--- config.mk ---
export PLATFORM = sky130hd
export DESIGN_NAME = combined_tausworthe_prng_unit
export DESIGN_NICKNAME = d
export VERILOG_FILES = /design/src/ctp_pkg.sv /design/src/combined_tausworthe_prng_unit.sv /design/src/ctp_front.sv /design/src/ctp_cmd_fifo.sv /design/src/ctp_back.sv
export SDC_FILE = /design/constraint.sdc
export NUM_CORES = 1
export LEC_CHECK = 0
export BUFFER_PORTS_ARGS = -buffer_cell sky130_fd_sc_hd__clkbuf_2
export CORE_UTILIZATION = 54
export DETAILED_ROUTE_END_ITERATION = 8
export PLACE_DENSITY = 0.76
export REMOVE_ABC_BUFFERS = 1
export SETUP_SLACK_MARGIN = 0.2
export SYNTH_ARGS = -nofsm -noshare
export SYNTH_HDL_FRONTEND = slang
export SYNTH_HIERARCHICAL = 1
export SYNTH_SLANG_ARGS = --single-unit
--- constraint.sdc ---
create_clock -name clk -period 4.55 [get_ports clk]
set_input_delay 0.2275 -clock clk [delete_from_list [all_inputs] [get_ports clk]]
set_output_delay 0.2275 -clock clk [all_outputs]
set_load 0.005 [all_outputs]
--- src/ctp_pkg.sv ---
// shared types, constants and step functions of the combined tausworthe generator
package ctp_pkg;

  localparam int unsigned WORD_W = 32;
  localparam int unsigned SEED_W = 64;
  localparam logic [WORD_W-1:0] RESET_WORD = 32'h408c3c09;

  localparam int unsigned WARMUP_ROUNDS = 10;
  localparam int unsigned WARM_W = $clog2(WARMUP_ROUNDS + 1);

  localparam int unsigned FIFO_DEPTH = 2;
  localparam int unsigned PTR_W = $clog2(FIFO_DEPTH);
  localparam int unsigned CNT_W = $clog2(FIFO_DEPTH + 1);

  localparam logic [WORD_W-1:0] MIN_ONE = 32'd2;
  localparam logic [WORD_W-1:0] MIN_TWO = 32'd8;
  localparam logic [WORD_W-1:0] MIN_THREE = 32'd16;
  localparam logic [WORD_W-1:0] MIN_FOUR = 32'd128;

  localparam logic [WORD_W-1:0] MASK_ONE = 32'hFFFFFFFE;
  localparam logic [WORD_W-1:0] MASK_TWO = 32'hFFFFFFF8;
  localparam logic [WORD_W-1:0] MASK_THREE = 32'hFFFFFFF0;
  localparam logic [WORD_W-1:0] MASK_FOUR = 32'hFFFFFF80;

  typedef enum logic [0:0] {
    OP_NEXT = 1'b0,
    OP_SEED = 1'b1
  } op_t;

  typedef struct packed {
    op_t               op;
    logic [WORD_W-1:0] folded;
  } cmd_t;

  typedef struct packed {
    logic warming;
    logic cmd_pop;
    logic res_push;
  } back_status_t;

  // ((s & c) << d) ^ (((s << a) ^ s) >> b)
  function automatic logic [WORD_W-1:0] taus_step(
    input logic [WORD_W-1:0] s,
    input int unsigned       a,
    input int unsigned       b,
    input logic [WORD_W-1:0] c,
    input int unsigned       d
  );
    logic [WORD_W-1:0] left_part;
    logic [WORD_W-1:0] right_part;
    left_part = (s & c) << d;
    right_part = ((s << a) ^ s) >> b;
    return left_part ^ right_part;
  endfunction

  function automatic logic [WORD_W-1:0] step_one(input logic [WORD_W-1:0] s);
    return taus_step(s, 6, 13, MASK_ONE, 18);
  endfunction

  function automatic logic [WORD_W-1:0] step_two(input logic [WORD_W-1:0] s);
    return taus_step(s, 2, 27, MASK_TWO, 2);
  endfunction

  function automatic logic [WORD_W-1:0] step_three(input logic [WORD_W-1:0] s);
    return taus_step(s, 13, 21, MASK_THREE, 7);
  endfunction

  function automatic logic [WORD_W-1:0] step_four(input logic [WORD_W-1:0] s);
    return taus_step(s, 3, 12, MASK_FOUR, 13);
  endfunction

  // low 32 bits of (seed >> 32) ^ (seed << 10) ^ seed
  function automatic logic [WORD_W-1:0] fold_seed(input logic [SEED_W-1:0] seed);
    return seed[SEED_W-1:WORD_W] ^ {seed[WORD_W-11:0], 10'b0} ^ seed[WORD_W-1:0];
  endfunction

  function automatic logic [WORD_W-1:0] raise_to_min(
    input logic [WORD_W-1:0] x,
    input logic [WORD_W-1:0] m
  );
    return (x < m) ? x + m : x;
  endfunction

endpackage

--- src/combined_tausworthe_prng_unit.sv ---
// top level of the four-component combined tausworthe generator
//
//  channel   handshake        payload                      direction
//  command   push / full      command, seed_value          in
//  result    empty / pop      random_value                 out
//
// a next command takes one step of the back-end step logic and passes the front
// register, command queue and result queue; one word can be delivered every
// cycle when nothing stalls; a reseed holds the back end for one load and ten
// warm-up steps of the shared step logic, one step per cycle, and gives no word
// reset loads all four component words with 0x408c3c09 and empties both queues
// a stalled result side fills the two-entry result queue, then the command
// queue, then the front register, and only then raises full
module combined_tausworthe_prng_unit (
  input  logic        clk,
  input  logic        rst,
  input  logic        push,
  output logic        full,
  input  logic        command,
  input  logic [63:0] seed_value,
  output logic        empty,
  input  logic        pop,
  output logic [31:0] random_value
);
  import ctp_pkg::*;

  // front to command queue
  logic         fifo_push;
  cmd_t         fifo_din;
  logic         fifo_full;

  // command queue to back end
  cmd_t         fifo_dout;
  logic         fifo_empty;
  logic         fifo_pop;
  back_status_t back_status;

  // classify the command and fold the seed
  ctp_front u_front (
    .clk        (clk),
    .rst        (rst),
    .push       (push),
    .full       (full),
    .command    (command),
    .seed_value (seed_value),
    .fifo_push  (fifo_push),
    .fifo_din   (fifo_din),
    .fifo_full  (fifo_full)
  );

  // decouples intake from warm-up and result stalls
  ctp_cmd_fifo u_cmd_fifo (
    .clk   (clk),
    .rst   (rst),
    .push  (fifo_push),
    .din   (fifo_din),
    .full  (fifo_full),
    .pop   (fifo_pop),
    .dout  (fifo_dout),
    .empty (fifo_empty)
  );

  // component state, warm-up sequencing and result words
  ctp_back u_back (
    .clk          (clk),
    .rst          (rst),
    .cmd          (fifo_dout),
    .cmd_empty    (fifo_empty),
    .cmd_pop      (fifo_pop),
    .empty        (empty),
    .pop          (pop),
    .random_value (random_value),
    .status       (back_status)
  );

  // no command leaves the queue during warm-up
  a_no_pop_warming: assert property (@(posedge clk) disable iff (rst)
    back_status.warming |-> !back_status.cmd_pop)
    else $error("command taken during warm-up");

  // no word is produced during warm-up
  a_no_word_warming: assert property (@(posedge clk) disable iff (rst)
    back_status.warming |-> !back_status.res_push)
    else $error("result word produced during warm-up");

  // the back end only takes a command that is there
  a_pop_not_empty: assert property (@(posedge clk) disable iff (rst)
    back_status.cmd_pop |-> !fifo_empty)
    else $error("command queue read while empty");

  // a reseed taken starts warm-up on the next cycle
  a_seed_warms: assert property (@(posedge clk) disable iff (rst)
    (back_status.cmd_pop && fifo_dout.op == OP_SEED) |=> back_status.warming)
    else $error("reseed did not start warm-up");

  // reset leaves both sides idle
  a_reset_idle: assert property (@(posedge clk)
    rst |=> (!full && empty))
    else $error("queue not idle after reset");

endmodule

--- src/ctp_front.sv ---
// front stage: takes commands, folds the seed and hands them to the command queue
module ctp_front (
  input  logic                       clk,
  input  logic                       rst,
  input  logic                       push,
  output logic                       full,
  input  logic                       command,
  input  logic [63:0]                seed_value,
  output logic                       fifo_push,
  output ctp_pkg::cmd_t              fifo_din,
  input  logic                       fifo_full
);
  import ctp_pkg::*;

  logic front_valid;
  logic front_valid_next;
  cmd_t front_cmd;
  logic accept;

  assign full = front_valid & fifo_full;
  assign accept = push & ~full;
  assign fifo_push = front_valid & ~fifo_full;
  assign fifo_din = front_cmd;

  always_comb begin
    front_valid_next = front_valid;
    if (accept) begin
      front_valid_next = 1'b1;
    end else if (fifo_push) begin
      front_valid_next = 1'b0;
    end
  end

  always_ff @(posedge clk) begin
    if (rst) begin
      front_valid <= 1'b0;
    end else begin
      front_valid <= front_valid_next;
    end
  end

  always_ff @(posedge clk) begin
    if (accept) begin
      front_cmd.op <= command ? OP_SEED : OP_NEXT;
      front_cmd.folded <= fold_seed(seed_value);
    end
  end

endmodule

--- src/ctp_cmd_fifo.sv ---
// two-entry command queue between front and back
module ctp_cmd_fifo (
  input  logic          clk,
  input  logic          rst,
  input  logic          push,
  input  ctp_pkg::cmd_t din,
  output logic          full,
  input  logic          pop,
  output ctp_pkg::cmd_t dout,
  output logic          empty
);
  import ctp_pkg::*;

  cmd_t             mem [FIFO_DEPTH];
  logic [PTR_W-1:0] wr_ptr;
  logic [PTR_W-1:0] rd_ptr;
  logic [CNT_W-1:0] count;
  logic             do_push;
  logic             do_pop;

  assign full = (count == CNT_W'(FIFO_DEPTH));
  assign empty = (count == '0);
  assign do_push = push & ~full;
  assign do_pop = pop & ~empty;
  assign dout = mem[rd_ptr];

  always_ff @(posedge clk) begin
    if (rst) begin
      wr_ptr <= '0;
      rd_ptr <= '0;
      count <= '0;
    end else begin
      if (do_push) begin
        wr_ptr <= wr_ptr + PTR_W'(1);
      end
      if (do_pop) begin
        rd_ptr <= rd_ptr + PTR_W'(1);
      end
      if (do_push && !do_pop) begin
        count <= count + CNT_W'(1);
      end else if (do_pop && !do_push) begin
        count <= count - CNT_W'(1);
      end
    end
  end

  always_ff @(posedge clk) begin
    if (do_push) begin
      mem[wr_ptr] <= din;
    end
  end

endmodule

--- src/ctp_back.sv ---
// back end: component words, step logic, warm-up counter and result queue
module ctp_back (
  input  logic                  clk,
  input  logic                  rst,
  input  ctp_pkg::cmd_t         cmd,
  input  logic                  cmd_empty,
  output logic                  cmd_pop,
  output logic                  empty,
  input  logic                  pop,
  output logic [31:0]           random_value,
  output ctp_pkg::back_status_t status
);
  import ctp_pkg::*;

  logic [WORD_W-1:0] comp_one;
  logic [WORD_W-1:0] comp_two;
  logic [WORD_W-1:0] comp_three;
  logic [WORD_W-1:0] comp_four;
  logic [WORD_W-1:0] step_one_w;
  logic [WORD_W-1:0] step_two_w;
  logic [WORD_W-1:0] step_three_w;
  logic [WORD_W-1:0] step_four_w;
  logic [WARM_W-1:0] warm_cnt;
  logic              warming;

  logic [WORD_W-1:0] res_mem [FIFO_DEPTH];
  logic [PTR_W-1:0]  res_wr;
  logic [PTR_W-1:0]  res_rd;
  logic [CNT_W-1:0]  res_count;
  logic              res_push;
  logic              res_pop;
  logic              res_room;

  assign step_one_w = step_one(comp_one);
  assign step_two_w = step_two(comp_two);
  assign step_three_w = step_three(comp_three);
  assign step_four_w = step_four(comp_four);

  assign warming = (warm_cnt != '0);
  assign empty = (res_count == '0);
  assign res_pop = pop & ~empty;
  // a pop this cycle frees the slot the push lands in
  assign res_room = (res_count != CNT_W'(FIFO_DEPTH)) | res_pop;

  assign cmd_pop = ~cmd_empty & ~warming & ((cmd.op == OP_SEED) | res_room);
  assign res_push = cmd_pop & (cmd.op == OP_NEXT);
  assign random_value = res_mem[res_rd];

  assign status.warming = warming;
  assign status.cmd_pop = cmd_pop;
  assign status.res_push = res_push;

  always_ff @(posedge clk) begin
    if (rst) begin
      comp_one <= RESET_WORD;
      comp_two <= RESET_WORD;
      comp_three <= RESET_WORD;
      comp_four <= RESET_WORD;
      warm_cnt <= '0;
    end else if (warming) begin
      comp_one <= step_one_w;
      comp_two <= step_two_w;
      comp_three <= step_three_w;
      comp_four <= step_four_w;
      warm_cnt <= warm_cnt - WARM_W'(1);
    end else if (cmd_pop) begin
      unique case (cmd.op)
        OP_SEED: begin
          comp_one <= raise_to_min(cmd.folded, MIN_ONE);
          comp_two <= raise_to_min(cmd.folded, MIN_TWO);
          comp_three <= raise_to_min(cmd.folded, MIN_THREE);
          comp_four <= raise_to_min(cmd.folded, MIN_FOUR);
          warm_cnt <= WARM_W'(WARMUP_ROUNDS);
        end
        OP_NEXT: begin
          comp_one <= step_one_w;
          comp_two <= step_two_w;
          comp_three <= step_three_w;
          comp_four <= step_four_w;
        end
        default: begin
          warm_cnt <= '0;
        end
      endcase
    end
  end

  always_ff @(posedge clk) begin
    if (rst) begin
      res_wr <= '0;
      res_rd <= '0;
      res_count <= '0;
    end else begin
      if (res_push) begin
        res_wr <= res_wr + PTR_W'(1);
      end
      if (res_pop) begin
        res_rd <= res_rd + PTR_W'(1);
      end
      if (res_push && !res_pop) begin
        res_count <= res_count + CNT_W'(1);
      end else if (res_pop && !res_push) begin
        res_count <= res_count - CNT_W'(1);
      end
    end
  end

  always_ff @(posedge clk) begin
    if (res_push) begin
      res_mem[res_wr] <= step_one_w ^ step_two_w ^ step_three_w ^ step_four_w;
    end
  end

endmodule

After elaboration in Yosys (flattened, before gate mapping)

Memories as Yosys holds them, arrays and structs flattened. A register that Yosys moved wholly into a read port is not among the register bits.
Index checks and enable logic that the tools add are counted.

Register bits after elaboration: 174
Bits in writable memories: 130
Bits of input ports: 69
Memories: 2

Memories:

| name           | words | width | rd ports | clocked after memory_dff | write ports | line               | source |
|---|---|---|---|---|---|---|---|
| u_cmd_fifo.mem | 2     | 33    | 1        | 1                        | 1           | ctp_cmd_fifo.sv:14 | `cmd_t mem [FIFO_DEPTH];` |
| u_back.res_mem | 2     | 32    | 1        | 1                        | 1           | ctp_back.sv:26     | `logic [WORD_W-1:0] res_mem [FIFO_DEPTH];` |

Add/subtract/negate cells: 13
$lt $le $gt $ge: 4
Eq/ne operators: 2
Mux-type cells: 34
Bitwise operators: 30
Reductions and logical operators: 17

Operators with widths:

| operator                | count |
|---|---|
| $mux W32                | 12 |
| $xor A32 B32 Y32        | 9 |
| $pmux W32 S2            | 4 |
| $add A32 B2 Y32 const B | 1 |
| $add A32 B4 Y32 const B | 1 |
| $add A32 B5 Y32 const B | 1 |
| $add A32 B8 Y32 const B | 1 |
| $lt A32 B2 Y1 const B   | 1 |
| $lt A32 B4 Y1 const B   | 1 |
| $lt A32 B5 Y1 const B   | 1 |
| $lt A32 B8 Y1 const B   | 1 |
| $xor A32 B11 Y32        | 1 |
| $xor A32 B19 Y32        | 1 |
| $xor A32 B20 Y32        | 1 |
| $xor A32 B5 Y32         | 1 |
| $mux W4                 | 3 |
| $mux W1                 | 11 |
| $reduce_bool A2 Y1      | 5 |
| $and A1 B1 Y1           | 9 |
| $mux W2                 | 4 |
| $not A1 Y1              | 6 |
| $add A1 B1 Y1 const B   | 4 |
| $add A2 B1 Y2 const B   | 2 |
| $logic_and A1 B1 Y1     | 4 |
| other kinds (9)         | 15 |

Longest topological paths before layout

Word-level depth: 11
Gate-level depth with buffers: 11
Depth with buffers taken out: 10

Hierarchy

Netlist, hierarchy kept.

Modules (own cells, without submodules):

| module       | times used | cells each | area an instance (um2) |
|---|---|---|---|
| ctp_back     | 1          | 950        | 9208.8 |
| ctp_cmd_fifo | 1          | 128        | 2591.2 |
| ctp_front    | 1          | 93         | 1511.4 |

Least setup slack after synthesis

Ideal clock, no wire load.

Path type: reg2reg
From: register (tool-made name)
To: memory u_back.res_mem[0][0] (enable)
Library setup time: 0.502 ns
Arrival: 4.344 ns
Path slack: -0.296 ns
Cell stages (with the launch flop): 7
Path buffers: 2
Clock period less this slack: 4.846 ns
Cell sequence: dfxtp_1 -> buf_2 -> buf_2 -> mux2_2 -> nor4b_1 -> or2_2 -> nor4_1

RTL lines:

| element   | line |
|---|---|
| to (decl) | ctp_back.sv:26 |

==> results.yml <==
grt:
  antenna_found_initial: 0
  grt_pass1_wl_um: 47110
  grt_max_degree: 102
  overflow: 0
  grt_pass1_vias: 8851
  gr-usage-all-layers_pct: 24.75
route:
  ant_nets: 0
  wirelength_um: 29840
  wl_per_cell_um: 18.48
  via_count: 9002
  first_pass_iters: 5
  drcViolationCount: 0
  drt-initial-drc-count: 692
  vias_per_cell: 5.574
setup_path:
  worstPathRequired_ps: 4950
  path_cells: "mux2_2 > nor4b_1 > o21a_2 > buf_12 > a211oi_1 > a21oi_1 > nor2_1"
  startpoint_type: "register"
  criticalPathCategory: "reg2reg"
  critical_path.slowest_cell: "nor4b_1"
  cp.buffers_inverters: 1
  worst_ep_arrival_time_ps: 3410
  slowest_delay_ps: 720
  path_delay_family: "compound AO/OA/AOI/OAI gates"
  worstSetupEndpointType: "register"
  cp_max_fo: 52
timing:
  fmax_mhz: 332.5
  hold_ws_ps: 13.25
  finalHoldViolations: 0
  rsz0062_at_grt: "no"
  final.period_utilization_pct: 66.10
  worst_pin_slew_ps: 1079
  slew_viol_final: 0
  finalClockSkew_ps: 9.220
  post-route-min-period_ps: 3008
  relSlewSlack_pct: 28.05
  tns_ps: 0
  setup_viol: 0
placed_design:
  numPortBuffers: 101
  dp_cells: 1532
  dpl.hpwl_um: 20290
  gp_congestion: 0.9231
synth:
  postSynthAreaPerCell_um2: 11.33
  ys.warnings.count: 6
  synth_area_um2: 13180
  synth_cells: 1163
clock_tree:
  cts_tree: "yes"
  root_buffer: "clkbuf_16"
  clk_latency_ps: 550
  cts_buffers: 30
  cts_resized: 0
  cts_buffer_depth: 3
  cts.hold.buffers_added: 29
  cts_max_level: 1
  cts_sinks: 288
  clk_pin_slew_worst_paths_ps: 60
  postCtsSetupBuffers: 0
worst_hold_path:
  min_path_type: "in2reg"
layout:
  layout-drive-gt1-share_pct: 20.22
  layout_common_cells: "xnor2_1 (171), edfxtp_1 (160), dfxtp_1 (128)"
  layout.nets: 1352
  syn2layout_area_growth_pct: 16.60
  final_common_cell: "xnor2_1"
  final.fill_count: 1837
  finalNonFillerCells: 1615
  antenna_cells: 0
floorplanning:
  start_util_pct: 55.65
  die_h_um: 158.2
  die-width_um: 158.2
  pin_count: 103
  row_count: 56
  die-area_um2: 25030
  core_um2: 23680
power:
  power.leakage_uw: 0.005539
  peakVddDrop_mv: 0.3624
  cellPowerDensity_nw_per_um2: 775.3
status:
  outcome: "finished clean"
flow_run:
  drv_cap: 0
## state kept, by name, indices dropped and copies added, names as in the netlist, 2 cells and up, named ones only
name               count
u_back/res_mem        64
u_back/comp_four      25
u_back/comp_two       29
u_back/comp_three     28
u_front/fifo_din      32
u_back/res_count       2
u_back/warm_cnt        4
u_cmd_fifo/mem        64
u_back/comp_one       31
u_cmd_fifo/count       2
## power by group
group	switching, uW	leakage [uW]	internal (uW)
clock network	984	0.000514	1590
logic	2830	0.00249	2110
registers	624	0.00254	3780
## stage by stage
step	utilization (%)	worst slack, ps	area, um2	total power, uW
2_1_floorplan	-	-1553	12900	7924
3_3_place_gp	59.26	1634	14030	9136
3_5_place_dp	59.26	1580	14030	9284
4_1_cts	64.88	1574	15370	11900
5_1_grt	64.88	1338	15370	12600
6_report	64.88	1542	15370	11910
## path summary, 6_finish.rpt
check / cells after the start / slack, ps / from / end
max: 7 / 1540 / register / u_back/comp_one[7]
min reg2reg: 0 / 440 / u_front/fifo_din[10] / u_cmd_fifo/mem[0][10]
min: 2 / 10 / seed_value[7] / u_front/fifo_din[7]
max reg2reg: 7 / 1540 / register / u_back/comp_one[7]
## layout make-up
cell class	instances	area, um2	area share [%]
Sequential cell	288	7367	47.94
Clock inverter	18	237.7	1.547
Inverter	11	41.29	0.2687
Clock buffer	36	804.5	5.236
Timing Repair Buffer	146	968.4	6.302
Tap cell	319	399.1	2.598
Multi-Input combinational cell	797	5548	36.10
## metal layers
layer | up-vias | wire, um | track usage (%)
li1 | 4319 | - | -
met1 | 4261 | 12330 | 31.69
met2 | 347 | 14190 | 41.06
met3 | 75 | 2130 | 4.599
met4 | 0 | 1183 | 10.44
met5 | - | 0 | 0
Power figures use the tool's default switching activity.
